$ cat src/hw/rtl/bounded_two_pass_ratio_test_unit_assert.svh
// Assertion macros for the bounded two-pass ratio test unit.
// Included by the top level; no other dependencies.
`ifndef BOUNDED_TWO_PASS_RATIO_TEST_UNIT_ASSERT_SVH
`define BOUNDED_TWO_PASS_RATIO_TEST_UNIT_ASSERT_SVH
`ifndef ASSERT_OFF
`define BTPRT_ASSERT(lbl, clk, rstn, prop, msg) \
	lbl: assert property (@(posedge clk) disable iff (!rstn) prop) else $error(msg);
`define BTPRT_ASSERT_ALWAYS(lbl, clk, prop, msg) \
	lbl: assert property (@(posedge clk) prop) else $error(msg);
`else
`define BTPRT_ASSERT(lbl, clk, rstn, prop, msg)
`define BTPRT_ASSERT_ALWAYS(lbl, clk, prop, msg)
`endif
`endif

$ cat src/hw/rtl/btprt_pkg.sv
// Shared types and constants of the bounded two-pass ratio test unit.
// No dependencies.
package btprt_pkg;

	localparam int DW              = 32;
	localparam int FRAC            = 16;
	localparam int IDXW            = 16;
	localparam int TOLW            = 16;
	localparam int TOL_XW          = 20;
	localparam int INDEX_WIDTH_DEF = 16;
	localparam int NUMW            = DW + 1 + FRAC;
	localparam int DIV_STEPS       = NUMW;
	localparam int DIV_CW          = $clog2(DIV_STEPS);
	localparam int QDEPTH          = 2;
	localparam int QPW             = $clog2(QDEPTH);
	localparam int QCW             = $clog2(QDEPTH + 1);

	localparam logic signed [DW-1:0] ONE_Q16 = 32'sh0001_0000;
	localparam logic signed [DW-1:0] S32_MAX = 32'sh7FFF_FFFF;
	localparam logic signed [DW-1:0] S32_MIN = 32'sh8000_0000;
	localparam logic [TOLW-1:0]      PTOL_RESET = 16'd1;

	localparam logic SIDE_LOWER = 1'b0;
	localparam logic SIDE_UPPER = 1'b1;

	typedef enum logic {
		OP_RELAXED = 1'b0,
		OP_FINAL   = 1'b1
	} op_t;

	typedef struct packed {
		op_t                    op;
		logic                   first;
		logic                   last;
		logic                   upd;
		logic                   div_en;
		logic                   sat_max;
		logic                   den_neg;
		logic [DW-1:0]          mag;
		logic signed [DW:0]     diff;
		logic [IDXW-1:0]        idx;
	} fe_entry_t;

endpackage

$ cat src/hw/rtl/btprt_front.sv
// Front end: classifies one request, picks the bound and forms the ratio operands.
// Depends on btprt_pkg.
module btprt_front (
	input  logic                         operation,
	input  logic                         first,
	input  logic                         last,
	input  logic signed [31:0]           direction,
	input  logic signed [31:0]           lower_bound,
	input  logic signed [31:0]           upper_bound,
	input  logic signed [31:0]           old_value,
	input  logic signed [31:0]           new_value,
	input  logic [btprt_pkg::IDXW-1:0]   element_index,
	input  logic [btprt_pkg::TOLW-1:0]   ptol,
	output btprt_pkg::fe_entry_t         entry
);
	import btprt_pkg::*;

	logic [TOL_XW-1:0]  tol;
	logic [DW-1:0]      mag;
	logic               mag_gt_tol;
	logic signed [DW:0] diff_lo;
	logic signed [DW:0] diff_hi;
	logic               sel_lo;
	logic               sel_hi;
	logic               use_lo;
	logic               unbounded;

	assign tol = TOL_XW'({ptol, 3'b000}) + TOL_XW'({ptol, 1'b0});
	assign mag = direction[DW-1] ? (~direction + 1'b1) : direction;
	assign mag_gt_tol = mag > {{(DW-TOL_XW){1'b0}}, tol};
	assign diff_lo = {lower_bound[DW-1], lower_bound} - {old_value[DW-1], old_value};
	assign diff_hi = {upper_bound[DW-1], upper_bound} - {old_value[DW-1], old_value};

	assign sel_lo = direction[DW-1] && mag_gt_tol && (lower_bound > new_value);
	assign sel_hi = !sel_lo && !direction[DW-1] && mag_gt_tol && (upper_bound < new_value);
	assign unbounded = direction[DW-1] ? (lower_bound == S32_MIN) : (upper_bound == S32_MAX);

	always_comb begin
		entry.op      = op_t'(operation);
		entry.first   = first;
		entry.last    = last;
		entry.den_neg = direction[DW-1];
		entry.mag     = mag;
		entry.idx     = element_index;
		unique case (op_t'(operation))
			OP_RELAXED: begin
				use_lo        = sel_lo;
				entry.upd     = sel_lo || sel_hi;
				entry.div_en  = sel_lo || sel_hi;
				entry.sat_max = 1'b0;
			end
			OP_FINAL: begin
				use_lo        = direction[DW-1];
				entry.upd     = 1'b1;
				entry.div_en  = !unbounded;
				entry.sat_max = unbounded;
			end
			default: begin
				use_lo        = 1'b0;
				entry.upd     = 1'b0;
				entry.div_en  = 1'b0;
				entry.sat_max = 1'b0;
			end
		endcase
		entry.diff = use_lo ? diff_lo : diff_hi;
	end

endmodule

$ cat src/hw/rtl/btprt_queue.sv
// Short queue between front and back ends.
// Depends on btprt_pkg.
module btprt_queue (
	input  logic                 clk,
	input  logic                 arst_n,
	input  logic                 push,
	input  btprt_pkg::fe_entry_t wr_entry,
	output logic                 full,
	input  logic                 pop,
	output btprt_pkg::fe_entry_t rd_entry,
	output logic                 empty
);
	import btprt_pkg::*;

	fe_entry_t        mem_q [QDEPTH];
	logic [QPW-1:0]   wr_ptr_q;
	logic [QPW-1:0]   rd_ptr_q;
	logic [QCW-1:0]   count_q;
	logic             do_push;
	logic             do_pop;

	assign full     = count_q == QCW'(QDEPTH);
	assign empty    = count_q == '0;
	assign do_push  = push && !full;
	assign do_pop   = pop && !empty;
	assign rd_entry = mem_q[rd_ptr_q];

	always_ff @(posedge clk) begin
		if (do_push) begin
			mem_q[wr_ptr_q] <= wr_entry;
		end
	end

	always_ff @(posedge clk or negedge arst_n) begin
		if (!arst_n) begin
			wr_ptr_q <= '0;
			rd_ptr_q <= '0;
			count_q  <= '0;
		end else begin
			if (do_push) begin
				wr_ptr_q <= wr_ptr_q + QPW'(1);
			end
			if (do_pop) begin
				rd_ptr_q <= rd_ptr_q + QPW'(1);
			end
			priority if (do_push && !do_pop) begin
				count_q <= count_q + QCW'(1);
			end else if (do_pop && !do_push) begin
				count_q <= count_q - QCW'(1);
			end else begin
				count_q <= count_q;
			end
		end
	end

endmodule

$ cat src/hw/rtl/btprt_back.sv
// Back end: bit-serial ratio divider, saturation, running reduction and result register.
// Depends on btprt_pkg.
module btprt_back #(
	parameter int INDEX_WIDTH = btprt_pkg::INDEX_WIDTH_DEF
) (
	input  logic                         clk,
	input  logic                         arst_n,
	input  logic [btprt_pkg::TOLW-1:0]   ptol,
	input  btprt_pkg::fe_entry_t         q_entry,
	input  logic                         q_empty,
	output logic                         q_pop,
	output logic                         busy,
	input  logic                         pop,
	output logic                         empty,
	output logic                         pass_done,
	output logic signed [31:0]           step_length,
	output logic                         bound_met,
	output logic [btprt_pkg::IDXW-1:0]   entering_index,
	output logic                         entering_side,
	output logic                         no_pivot_error
);
	import btprt_pkg::*;

	localparam int KW = (INDEX_WIDTH < IDXW) ? INDEX_WIDTH : IDXW;

	typedef enum logic [3:0] {
		ST_IDLE = 4'b0001,
		ST_DIV  = 4'b0010,
		ST_SAT  = 4'b0100,
		ST_UPD  = 4'b1000
	} state_t;

	state_t              state_q;
	fe_entry_t           ent_q;
	logic [NUMW-1:0]     dvd_q;
	logic [DW-1:0]       rem_q;
	logic [DIV_CW-1:0]   cnt_q;
	logic signed [DW-1:0] a_q;

	logic signed [DW-1:0] relaxed_q;
	logic [DW-1:0]        best_q;
	logic signed [DW-1:0] cstep_q;
	logic [KW-1:0]        cidx_q;
	logic                 cside_q;
	logic                 out_valid_q;

	logic [DW:0]          diff_abs;
	logic [DW:0]          rem_sh;
	logic [DW:0]          rem_sub;
	logic                 ge;
	logic                 qneg;
	logic                 neg_big;
	logic                 pos_big;
	logic [DW-1:0]        qlow_neg;
	logic signed [DW-1:0] a_sat;

	logic signed [DW-1:0] r_base;
	logic signed [DW-1:0] r_new;
	logic [DW-1:0]        b_base;
	logic signed [DW-1:0] c_base;
	logic [KW-1:0]        ci_base;
	logic                 cs_base;
	logic                 take;
	logic [DW-1:0]        b_new;
	logic signed [DW-1:0] c_new;
	logic [KW-1:0]        ci_new;
	logic                 cs_new;
	logic [IDXW-1:0]      ci_ext;
	logic                 upd_go;
	logic                 res_load;

	assign busy  = state_q != ST_IDLE;
	assign q_pop = (state_q == ST_IDLE) && !q_empty;
	assign empty = !out_valid_q;

	assign diff_abs = q_entry.diff[DW] ? (~q_entry.diff + 1'b1) : q_entry.diff;

	assign rem_sh  = {rem_q, dvd_q[NUMW-1]};
	assign ge      = rem_sh >= {1'b0, ent_q.mag};
	assign rem_sub = rem_sh - {1'b0, ent_q.mag};

	assign qneg     = ent_q.diff[DW] ^ ent_q.den_neg;
	assign neg_big  = (|dvd_q[NUMW-1:DW]) || (dvd_q[DW-1] && (|dvd_q[DW-2:0]));
	assign pos_big  = |dvd_q[NUMW-1:DW-1];
	assign qlow_neg = ~dvd_q[DW-1:0] + 1'b1;

	always_comb begin
		priority if (ent_q.sat_max || !ent_q.div_en) begin
			a_sat = S32_MAX;
		end else if (qneg) begin
			a_sat = neg_big ? S32_MIN : $signed(qlow_neg);
		end else begin
			a_sat = pos_big ? S32_MAX : $signed(dvd_q[DW-1:0]);
		end
	end

	// running reductions with the first-element restart folded in
	always_comb begin
		r_base  = ent_q.first ? ONE_Q16 : relaxed_q;
		r_new   = (ent_q.upd && (a_q < r_base)) ? a_q : r_base;
		b_base  = ent_q.first ? '0 : best_q;
		c_base  = ent_q.first ? '0 : cstep_q;
		ci_base = ent_q.first ? '0 : cidx_q;
		cs_base = ent_q.first ? SIDE_LOWER : cside_q;
		take    = (ent_q.mag > b_base) && (a_q < relaxed_q);
		b_new   = take ? ent_q.mag : b_base;
		c_new   = take ? a_q : c_base;
		ci_new  = take ? ent_q.idx[KW-1:0] : ci_base;
		cs_new  = take ? (ent_q.den_neg ? SIDE_LOWER : SIDE_UPPER) : cs_base;
	end

	generate
		if (KW < IDXW) begin : g_idx_ext
			assign ci_ext = {{(IDXW-KW){1'b0}}, ci_new};
		end else begin : g_idx_full
			assign ci_ext = ci_new;
		end
	endgenerate

	assign upd_go   = !ent_q.last || !out_valid_q || pop;
	assign res_load = (state_q == ST_UPD) && upd_go && ent_q.last;

	always_ff @(posedge clk) begin
		unique case (state_q)
			ST_IDLE: begin
				if (!q_empty) begin
					ent_q <= q_entry;
					dvd_q <= {diff_abs, {FRAC{1'b0}}};
					rem_q <= '0;
					cnt_q <= '0;
				end
			end
			ST_DIV: begin
				rem_q <= ge ? rem_sub[DW-1:0] : rem_sh[DW-1:0];
				dvd_q <= {dvd_q[NUMW-2:0], ge};
				cnt_q <= cnt_q + DIV_CW'(1);
			end
			ST_SAT: begin
				a_q <= a_sat;
			end
			ST_UPD: begin
				if (upd_go && ent_q.last) begin
					unique case (ent_q.op)
						OP_RELAXED: begin
							pass_done      <= 1'b0;
							step_length    <= r_new;
							bound_met      <= r_new < ONE_Q16;
							entering_index <= '0;
							entering_side  <= SIDE_LOWER;
							no_pivot_error <= 1'b0;
						end
						OP_FINAL: begin
							pass_done      <= 1'b1;
							step_length    <= c_new[DW-1] ? '0 : c_new;
							bound_met      <= 1'b0;
							entering_index <= ci_ext;
							entering_side  <= cs_new;
							no_pivot_error <= b_new <= {{(DW-TOLW){1'b0}}, ptol};
						end
						default: begin
							pass_done <= 1'b0;
						end
					endcase
				end
			end
			default: begin
			end
		endcase
	end

	always_ff @(posedge clk or negedge arst_n) begin
		if (!arst_n) begin
			state_q     <= ST_IDLE;
			out_valid_q <= 1'b0;
			relaxed_q   <= ONE_Q16;
			best_q      <= '0;
			cstep_q     <= '0;
			cidx_q      <= '0;
			cside_q     <= SIDE_LOWER;
		end else begin
			priority if (res_load) begin
				out_valid_q <= 1'b1;
			end else if (pop && out_valid_q) begin
				out_valid_q <= 1'b0;
			end else begin
				out_valid_q <= out_valid_q;
			end
			unique case (state_q)
				ST_IDLE: begin
					if (!q_empty) begin
						state_q <= q_entry.div_en ? ST_DIV : ST_SAT;
					end
				end
				ST_DIV: begin
					if (cnt_q == DIV_CW'(DIV_STEPS - 1)) begin
						state_q <= ST_SAT;
					end
				end
				ST_SAT: begin
					state_q <= ST_UPD;
				end
				ST_UPD: begin
					if (upd_go) begin
						state_q <= ST_IDLE;
						unique case (ent_q.op)
							OP_RELAXED: begin
								relaxed_q <= r_new;
							end
							OP_FINAL: begin
								best_q  <= b_new;
								cstep_q <= c_new;
								cidx_q  <= ci_new;
								cside_q <= cs_new;
							end
							default: begin
							end
						endcase
					end
				end
				default: begin
					state_q <= ST_IDLE;
				end
			endcase
		end
	end

endmodule

$ cat src/hw/rtl/bounded_two_pass_ratio_test_unit.sv
// A pass-one request with no crossed bound or a pass-two request on an unbounded side skips the
// divider and goes from idle through saturation and update; a divided ratio takes 49 divider steps.
// The back end takes no new request until it is through with the last one; a two-entry queue
// keeps accepting while the back end works or a result waits.
// Reset: arst_n clears all control, sets the pass-one step limit to 1.0, the pass-two
// selection to zero and the pivot tolerance to 1.
module bounded_two_pass_ratio_test_unit #(
	parameter int INDEX_WIDTH = btprt_pkg::INDEX_WIDTH_DEF
) (
	input  logic                         clk,
	input  logic                         arst_n,
	input  logic                         pivot_tolerance_we,
	input  logic [btprt_pkg::TOLW-1:0]   pivot_tolerance,
	input  logic                         push,
	output logic                         full,
	input  logic                         operation,
	input  logic                         first,
	input  logic                         last,
	input  logic signed [31:0]           direction,
	input  logic signed [31:0]           lower_bound,
	input  logic signed [31:0]           upper_bound,
	input  logic signed [31:0]           old_value,
	input  logic signed [31:0]           new_value,
	input  logic [btprt_pkg::IDXW-1:0]   element_index,
	output logic                         empty,
	input  logic                         pop,
	output logic                         pass_done,
	output logic signed [31:0]           step_length,
	output logic                         bound_met,
	output logic [btprt_pkg::IDXW-1:0]   entering_index,
	output logic                         entering_side,
	output logic                         no_pivot_error
);
	import btprt_pkg::*;

	`include "bounded_two_pass_ratio_test_unit_assert.svh"

	logic [TOLW-1:0] ptol_q;
	fe_entry_t       fe_entry;
	fe_entry_t       q_entry;
	logic            q_empty;
	logic            q_pop;
	logic            be_busy;

	always_ff @(posedge clk or negedge arst_n) begin
		if (!arst_n) begin
			ptol_q <= PTOL_RESET;
		end else if (pivot_tolerance_we) begin
			ptol_q <= pivot_tolerance;
		end
	end

	btprt_front u_front (
		.operation     (operation),
		.first         (first),
		.last          (last),
		.direction     (direction),
		.lower_bound   (lower_bound),
		.upper_bound   (upper_bound),
		.old_value     (old_value),
		.new_value     (new_value),
		.element_index (element_index),
		.ptol          (ptol_q),
		.entry         (fe_entry)
	);

	btprt_queue u_queue (
		.clk      (clk),
		.arst_n   (arst_n),
		.push     (push),
		.wr_entry (fe_entry),
		.full     (full),
		.pop      (q_pop),
		.rd_entry (q_entry),
		.empty    (q_empty)
	);

	btprt_back #(
		.INDEX_WIDTH (INDEX_WIDTH)
	) u_back (
		.clk            (clk),
		.arst_n         (arst_n),
		.ptol           (ptol_q),
		.q_entry        (q_entry),
		.q_empty        (q_empty),
		.q_pop          (q_pop),
		.busy           (be_busy),
		.pop            (pop),
		.empty          (empty),
		.pass_done      (pass_done),
		.step_length    (step_length),
		.bound_met      (bound_met),
		.entering_index (entering_index),
		.entering_side  (entering_side),
		.no_pivot_error (no_pivot_error)
	);

	`BTPRT_ASSERT(a_idle_drains_full, clk, arst_n, ((full && !be_busy) |=> !full), "queue stuck full while back end idle")
	`BTPRT_ASSERT(a_pass1_fields, clk, arst_n, ((!empty && !pass_done) |-> ((entering_index == '0) && !no_pivot_error && !entering_side && (bound_met == (step_length < ONE_Q16)))), "pass-one result fields inconsistent")
	`BTPRT_ASSERT(a_pass2_clamp, clk, arst_n, ((!empty && pass_done) |-> (!step_length[31] && !bound_met)), "pass-two step not clamped")
	`BTPRT_ASSERT_ALWAYS(a_reset_clear, clk, (!arst_n |-> (empty && !full && !be_busy)), "control not cleared in reset")

endmodule

$ cat config.mk
export PLATFORM = sky130hd
export DESIGN_NAME = bounded_two_pass_ratio_test_unit
export DESIGN_NICKNAME = d
export VERILOG_FILES = /design/src/hw/rtl/btprt_pkg.sv /design/src/hw/rtl/btprt_front.sv /design/src/hw/rtl/btprt_queue.sv /design/src/hw/rtl/btprt_back.sv /design/src/hw/rtl/bounded_two_pass_ratio_test_unit.sv
export VERILOG_INCLUDE_DIRS = /design/src /design/src/hw/rtl
export SDC_FILE = /design/constraint.sdc
export NUM_CORES = 1
export LEC_CHECK = 0
export BUFFER_PORTS_ARGS = -buffer_cell sky130_fd_sc_hd__buf_2
export CORE_MARGIN = 2
export CORE_UTILIZATION = 55
export DETAILED_ROUTE_END_ITERATION = 6
export GPL_TIMING_DRIVEN = 0
export PLACE_DENSITY = 0.82
export SYNTH_ARGS = -nofsm -noshare
export SYNTH_HDL_FRONTEND = slang
export SYNTH_SLANG_ARGS = --single-unit
$ cat constraint.sdc
create_clock -name clk -period 8.2 [get_ports clk]
set_input_delay 0 -clock clk [delete_from_list [all_inputs] [get_ports clk]]
set_output_delay 0 -clock clk [all_outputs]
set_load 0.02 [all_outputs]
; Yosys cells after proc, flatten, opt, wreduce, memory -nomap -nowiden
; Memories as Yosys holds them, arrays and structs flattened.
; Index checks and enable logic that the tools add are counted.
[word_totals]
latchBits = 0
ram_bits = 176
n_memories = 1
elab_cells = 161
reg_bits = 397
rom_bits = 0
out_inout_bits = 54
[mem_list]
columns = memory, depth, word_bits, rd, rd_clocked_by_memory_dff, wr, line
row1 = u_queue.mem_q, 2, 88, 1, 0, 1, btprt_queue.sv:15  ; fe_entry_t mem_q [QDEPTH];
[classes]
shifts = 0
n_addsub = 12
n_reduce_logical = 45
n_bitwise = 7
magnitude_cmp = 9
div = 0
eq_ne = 11
n_mux = 45
mul = 0
[ops]
columns = operator, count
row1 = 32-bit 2-to-1 mux, 12
row2 = 32-bit case mux with 2 select lines, 2
row3 = 49-bit case mux with 2 select lines, 1
row4 = 32-bit < comparator, 3
row5 = 33-bit 2-to-1 mux, 2
row6 = 32-bit by 32-bit subtractor with 33-bit output, 2
row7 = "32-bit by 1-bit adder with 32-bit output, second input constant", 2
row8 = "32-bit == test, second input constant", 2
row9 = 32-bit greater-than comparator, 2
row10 = 32-bit NOT, 2
row11 = 49-bit 2-to-1 mux, 1
row12 = "33-bit by 1-bit adder with 33-bit output, second input constant", 1
row13 = 33-bit by 32-bit >= comparator with 1-bit output, 1
row14 = 33-bit NOT, 1
row15 = 32-bit by 20-bit greater-than comparator with 1-bit output, 1
row16 = 32-bit by 16-bit <= comparator with 1-bit output, 1
row17 = "32-bit by 18-bit < comparator with 1-bit output, second input constant", 1
row18 = 16-bit 2-to-1 mux, 2
row19 = 16-bit case mux with 2 select lines, 1
row20 = 32-bit subtractor, 1
row21 = 31-bit 2-to-1 mux, 1
row22 = 31-bit OR reduction, 1
row23 = 19-bit by 17-bit adder with 20-bit output, 1
row24 = 18-bit OR reduction, 1
row25 = 31 further kinds, 84

; Depth between registers and ports, before layout
[depth]
word_depth = 12
mapped_depth = 33
mapped_depth_nobuf = 32

; By module
; A second synthesis with hierarchy kept.
[unflattened]
hier_cells = 3046
area_unflattened_um2 = 33402.0
[by_module_without_submodules]
columns = module, instances, seq_area_each_um2, cells_each, area_each_um2
row1 = btprt_back, 1, 9771.9, 1908, 20099.3
row2 = btprt_queue, 1, 5385.2, 293, 6578.8
row3 = btprt_front, 1, 0.0, 811, 6073.3
row4 = bounded_two_pass_ratio_test_unit, 1, 401.6, 34, 650.6

; Worst setup path after synthesis
; Ideal clock, no wire load.
[synth_path]
path_kind = reg-to-reg
start = register ptol_q[0]
end = memory u_queue.mem_q[0][46] (netlist bit), data pin
arrival_time_ns = 6.344
synth_period_minus_slack_ns = 6.608
stages_incl_launch_ff = 34
setup_time_ns = 0.264
path_slack_ns = 1.592
path_buffers = 1
path_cell_list = dfstp_2 > ha_1 > inv_1 > fa_1 > nor2b_1 > o21ai_0 > a21oi_1 > o21ai_0 > a21oi_1 > a211o_1 > a31oi_1 > o21bai_1 > nand3_1 > ha_1 > a21oi_1 > o21ai_0 > nor3_1 > a31o_2 > nand4_1 > o2bb2ai_4 > buf_12 > mux2i_1 > ha_1 > inv_1 > fa_1 > a21o_1 > a21o_1 > a21oi_1 > o21ai_0 > a41oi_1 > o21ai_0 > a221o_1 > a21boi_0 > xnor2_1
[synth_rtl]
columns = element, line
row1 = from (decl), bounded_two_pass_ratio_test_unit.sv:38  ; logic [TOLW-1:0] ptol_q;
row2 = from (signal assigned), bounded_two_pass_ratio_test_unit.sv:49  ; ptol_q <= pivot_tolerance;
row3 = to (decl), btprt_queue.sv:15

==> impl_metrics.toml <==
[hold_path]
min-delay-start = "old_value[7]"
hp-class = "primary input to flop"
min_delay_path_depth = 4
whs_endpoint = "u_queue.mem_q[1][23]$_DFFE_PP_"

[clock_network]
path_clk_slew_ns = 0.07
insertion_delay_ns = 0.63
cts_tree = "yes"
cts_buffers = 54
root_buffer = "clkbuf_16"
clk_path_buf_depth = 3
cts.sinks = 541
htree_levels = 2

[logic_synthesis]
yosysWarningCount = 0
ys.flop_type = "edfxtp_1"
ys_types = 96
yosysTopAreaCell = "edfxtp_1"
synth_top_area_frac = 0.369
ys_seq_area_frac = 0.475
synth_area_leaders = "edfxtp_1, ha_1, dfrtp_1"
syn_area_mm2 = 0.0328
synth_edf_count = 403
synthCells = 3024
synth_area_per_cell_um2 = 10.8
ys_seq_elements = 541
syn_nets = 3503
async_reset_ff_frac = 0.255

[critical_path]
r2r_start = "ptol_q[3]$_DFFE_PN0P_"
crit_path_top_delay_cell = "o41ai_1"
crit_fanout = 10
ff2ff_path_depth = 31
endpoint_kind = "flop"
cp-start-kind = "flop"
crit_type = "flop to flop"
critPathArrivalTime_ns = 8.36
required_ns = 8.62
critPathMaxStageDelay_ns = 0.71
r2r-end = "u_queue.mem_q[1][44]$_DFFE_PP_"
rrSetupSlack_ns = 0.26

[status]
violations = "DRC"
status = "finished, violations left"

[finish]
fin_util = 0.650
syn_to_final_growth_pct = 16.9
final_cell_area_mm2 = 0.0383
drive_gt1_frac = 0.156
nNetsFinal = 3930

[timing]
max_freq_mhz = 126
slew_viol_final = 0
setup_viol = 0
timing.final.hold_violations = 0
period_share = 0.968
layout_setup_ws_ns = 0.260
finalClockSkew_ns = 0.0297
period_needed_ns = 7.94
tightest_slew_ns = 1.29
slew_headroom = 0.132

[placed_design]
gp_congestion = 0.934
placed_area_mm2 = 0.0352
numPortBuffers = 251
hpwlAfterDp_mm = 66.5
post-place-ws_ns = 0.0874

[route]
drc = 23
via_per_inst = 6.30
drt_wl_total_mm = 93.9
ant_nets = 0
drt_pre_antenna_iters = 7
wl_per_cell_um = 22.0
dr.first_iter.drc_count = 2663
vias = 26900

[floorplan]
ios = 254
coreArea_mm2 = 0.0589
die_area_mm2 = 0.0615
start_util = 0.556
die-height_um = 248
dieWidth_um = 248
rows = 89

[power_and_ir_drop]
ir_drop_mv = 0.272
p_leak_nw = 15.7
p_per_area_mw_per_mm2 = 334

[grt]
grt-ovfl-total = 0
first_global_vias = 26500
grtUsageTotal = 0.303
grt_max_degree = 76
antenna_found_initial = 4
grt_pass1_wl_mm = 146

[run]
cap_viol_max_count = 0
## final cells by class
cell class / instances / area, um^2
fillers: 4324 / 20600
multi-input cells: 2158 / 16000
flip-flops and latches: 541 / 15600
repair buffers: 371 / 2590
clock buffers: 62 / 1420
well taps: 773 / 967
inverters: 206 / 773
plain buffers: 119 / 529
clock inverters: 39 / 485
diodes: 2 / 5.00
## what timing repair did
item / in CTS / in global routing
gates resized for setup: 0 / 13
setup buffers: 0 / 2
hold buffers: 107 / 0
hold endpoints to repair: 273 / 0
setup endpoints to repair: 0 / 23
## cells in the mapped netlist (9+ instances only)
| cell type | number |
|---|---|
| and4_1 | 9 |
| inv_1 | 205 |
| ha_1 | 276 |
| nor3b_1 | 12 |
| o31ai_1 | 16 |
| o21ai_0 | 180 |
| mux2i_1 | 60 |
| clkbuf_1 | 81 |
| a22o_1 | 113 |
| mux2_4 | 29 |
| or3_1 | 22 |
| nor4_1 | 28 |
| a211oi_1 | 24 |
| o21bai_1 | 10 |
| o41ai_1 | 12 |
| a31oi_1 | 22 |
| and3_1 | 25 |
| a311o_1 | 12 |
| nor3_1 | 63 |
| buf_1 | 11 |
| o211a_1 | 14 |
| or2_2 | 11 |
| o311ai_0 | 9 |
| mux2_2 | 63 |
| xor2_1 | 50 |
| nand2b_1 | 21 |
| o21ai_1 | 11 |
| nand4_1 | 58 |
| a221o_1 | 21 |
| a21o_1 | 62 |
| nand3_1 | 29 |
| and2_1 | 24 |
| xnor2_1 | 86 |
| nor2b_1 | 28 |
| buf_2 | 23 |
| nor2_1 | 160 |
| edfxtp_1 | 403 |
| a21oi_1 | 171 |
| o211ai_1 | 13 |
| o21a_1 | 13 |
| or3b_2 | 17 |
| nand2_1 | 272 |
| dfrtp_1 | 135 |
## metal layers
layer / vias to the layer above / GRT usage / wire length (um)
met5: - / 0 / 22
met4: 4 / 0.153 / 5140
met3: 333 / 0.0510 / 7700
met2: 1461 / 0.492 / 43600
met1: 12900 / 0.392 / 37400
li1: 12200 / - / -
## placed cells by master (no fill, tap or decap), drive strengths merged, types with 15 or more instances in the layout
master / instances
clkinv: 21
o311ai: 15
dlygate4sd3: 106
o21ai: 192
nand4: 60
and2: 25
mux2i: 60
and3: 25
ha: 276
or3: 22
buf: 303
nor2b: 28
inv: 210
o41ai: 15
dfrtp: 135
a221o: 21
nand3: 30
a31oi: 22
nand2b: 21
nor3: 65
edfxtp: 403
a211oi: 24
nor2: 161
nor4: 32
o31ai: 16
a21oi: 171
xor2: 50
or3b: 18
mux2: 92
clkbuf: 143
xnor2: 86
nand2: 273
a22o: 113
a21o: 62
## sequential cells by signal, indices dropped and copies added (netlist names)
signal,cells
u_back.cside_q,1
u_queue.rd_ptr_q,1
u_queue.mem_q,176
u_back.cidx_q,16
u_back.a_q,32
u_back.cnt_q,6
u_back.ent_q,56
ptol_q,16
u_back.cstep_q,32
u_back.dvd_q,49
u_back.entering_index,16
u_back.relaxed_q,32
u_back.bound_met,1
u_back.best_q,32
u_queue.count_q,2
u_back.pass_done,1
u_back.state_q,4
u_back.entering_side,1
u_back.out_valid_q,1
u_back.no_pivot_error,1
u_queue.wr_ptr_q,1
u_back.step_length,32
u_back.rem_q,32
## critical path: cells and delay by family (launching register included)
family / cells / cell delay (ns)
and+or+nand+nor: 5 / 0.76
adders and majority gates: 4 / 1.21
buffers and inverters: 2 / 0.22
DFF: 1 / 0.45
xor gates and xnor gates: 2 / 0.40
muxes: 2 / 0.47
AOI/OAI and AO/OA: 16 / 4.20
## power breakdown
| group | internal [mW] | switching [mW] |
|---|---|---|
| Clock | 1.57 | 1.11 |
| Combinational | 2.09 | 3.24 |
| Sequential | 4.09 | 0.674 |
| Total | 7.75 | 5.03 |
## worst max-delay path by stage
stage	startpoint	to	slack [ns]	cells past startpoint
after floorplan	ptol_q[0]$_DFFE_PN1P_	u_queue.mem_q[0][46]$_DFFE_PP_	1.59	33
after global placement	direction[31]	u_queue.mem_q[1][46]$_DFFE_PP_	0.12	28
after detailed placement	direction[31]	u_queue.mem_q[0][46]$_DFFE_PP_	0.09	28
after CTS	direction[31]	u_queue.mem_q[1][46]$_DFFE_PP_	0.17	29
after global routing	ptol_q[0]$_DFFE_PN1P_	u_queue.mem_q[0][46]$_DFFE_PP_	-0.01	33
final	ptol_q[3]$_DFFE_PN0P_	u_queue.mem_q[1][44]$_DFFE_PP_	0.26	31
## cell families (layout without fill, tap and decap cells)
kind of cell,Yosys count,in the layout,share of synthesized area
multiplexers,152,152,0.0533
XOR/XNOR,136,136,0.0363
buffers and inverters,325,797,0.0397
flip-flops,541,541,0.475
AND/OR/NAND/NOR,820,820,0.127
AO/OA/AOI/OAI,771,771,0.161
adder cells (fa/ha/maj),279,279,0.107
other,0,2,0
## through the flow
step                      hold slack [ns]  cells  power [mW]  TNS (ns)
after global routing               0.0420   4270        13.5   -0.0289
after detailed placement           0.0431   4059        9.84         0
final                              0.0222   4271        12.8         0
after floorplan                    -0.296   3024        8.29         0
after CTS                         0.00329   4267        12.6         0
after global placement              0.190   4048        9.67         0
(Power assumes the default switching activity.)
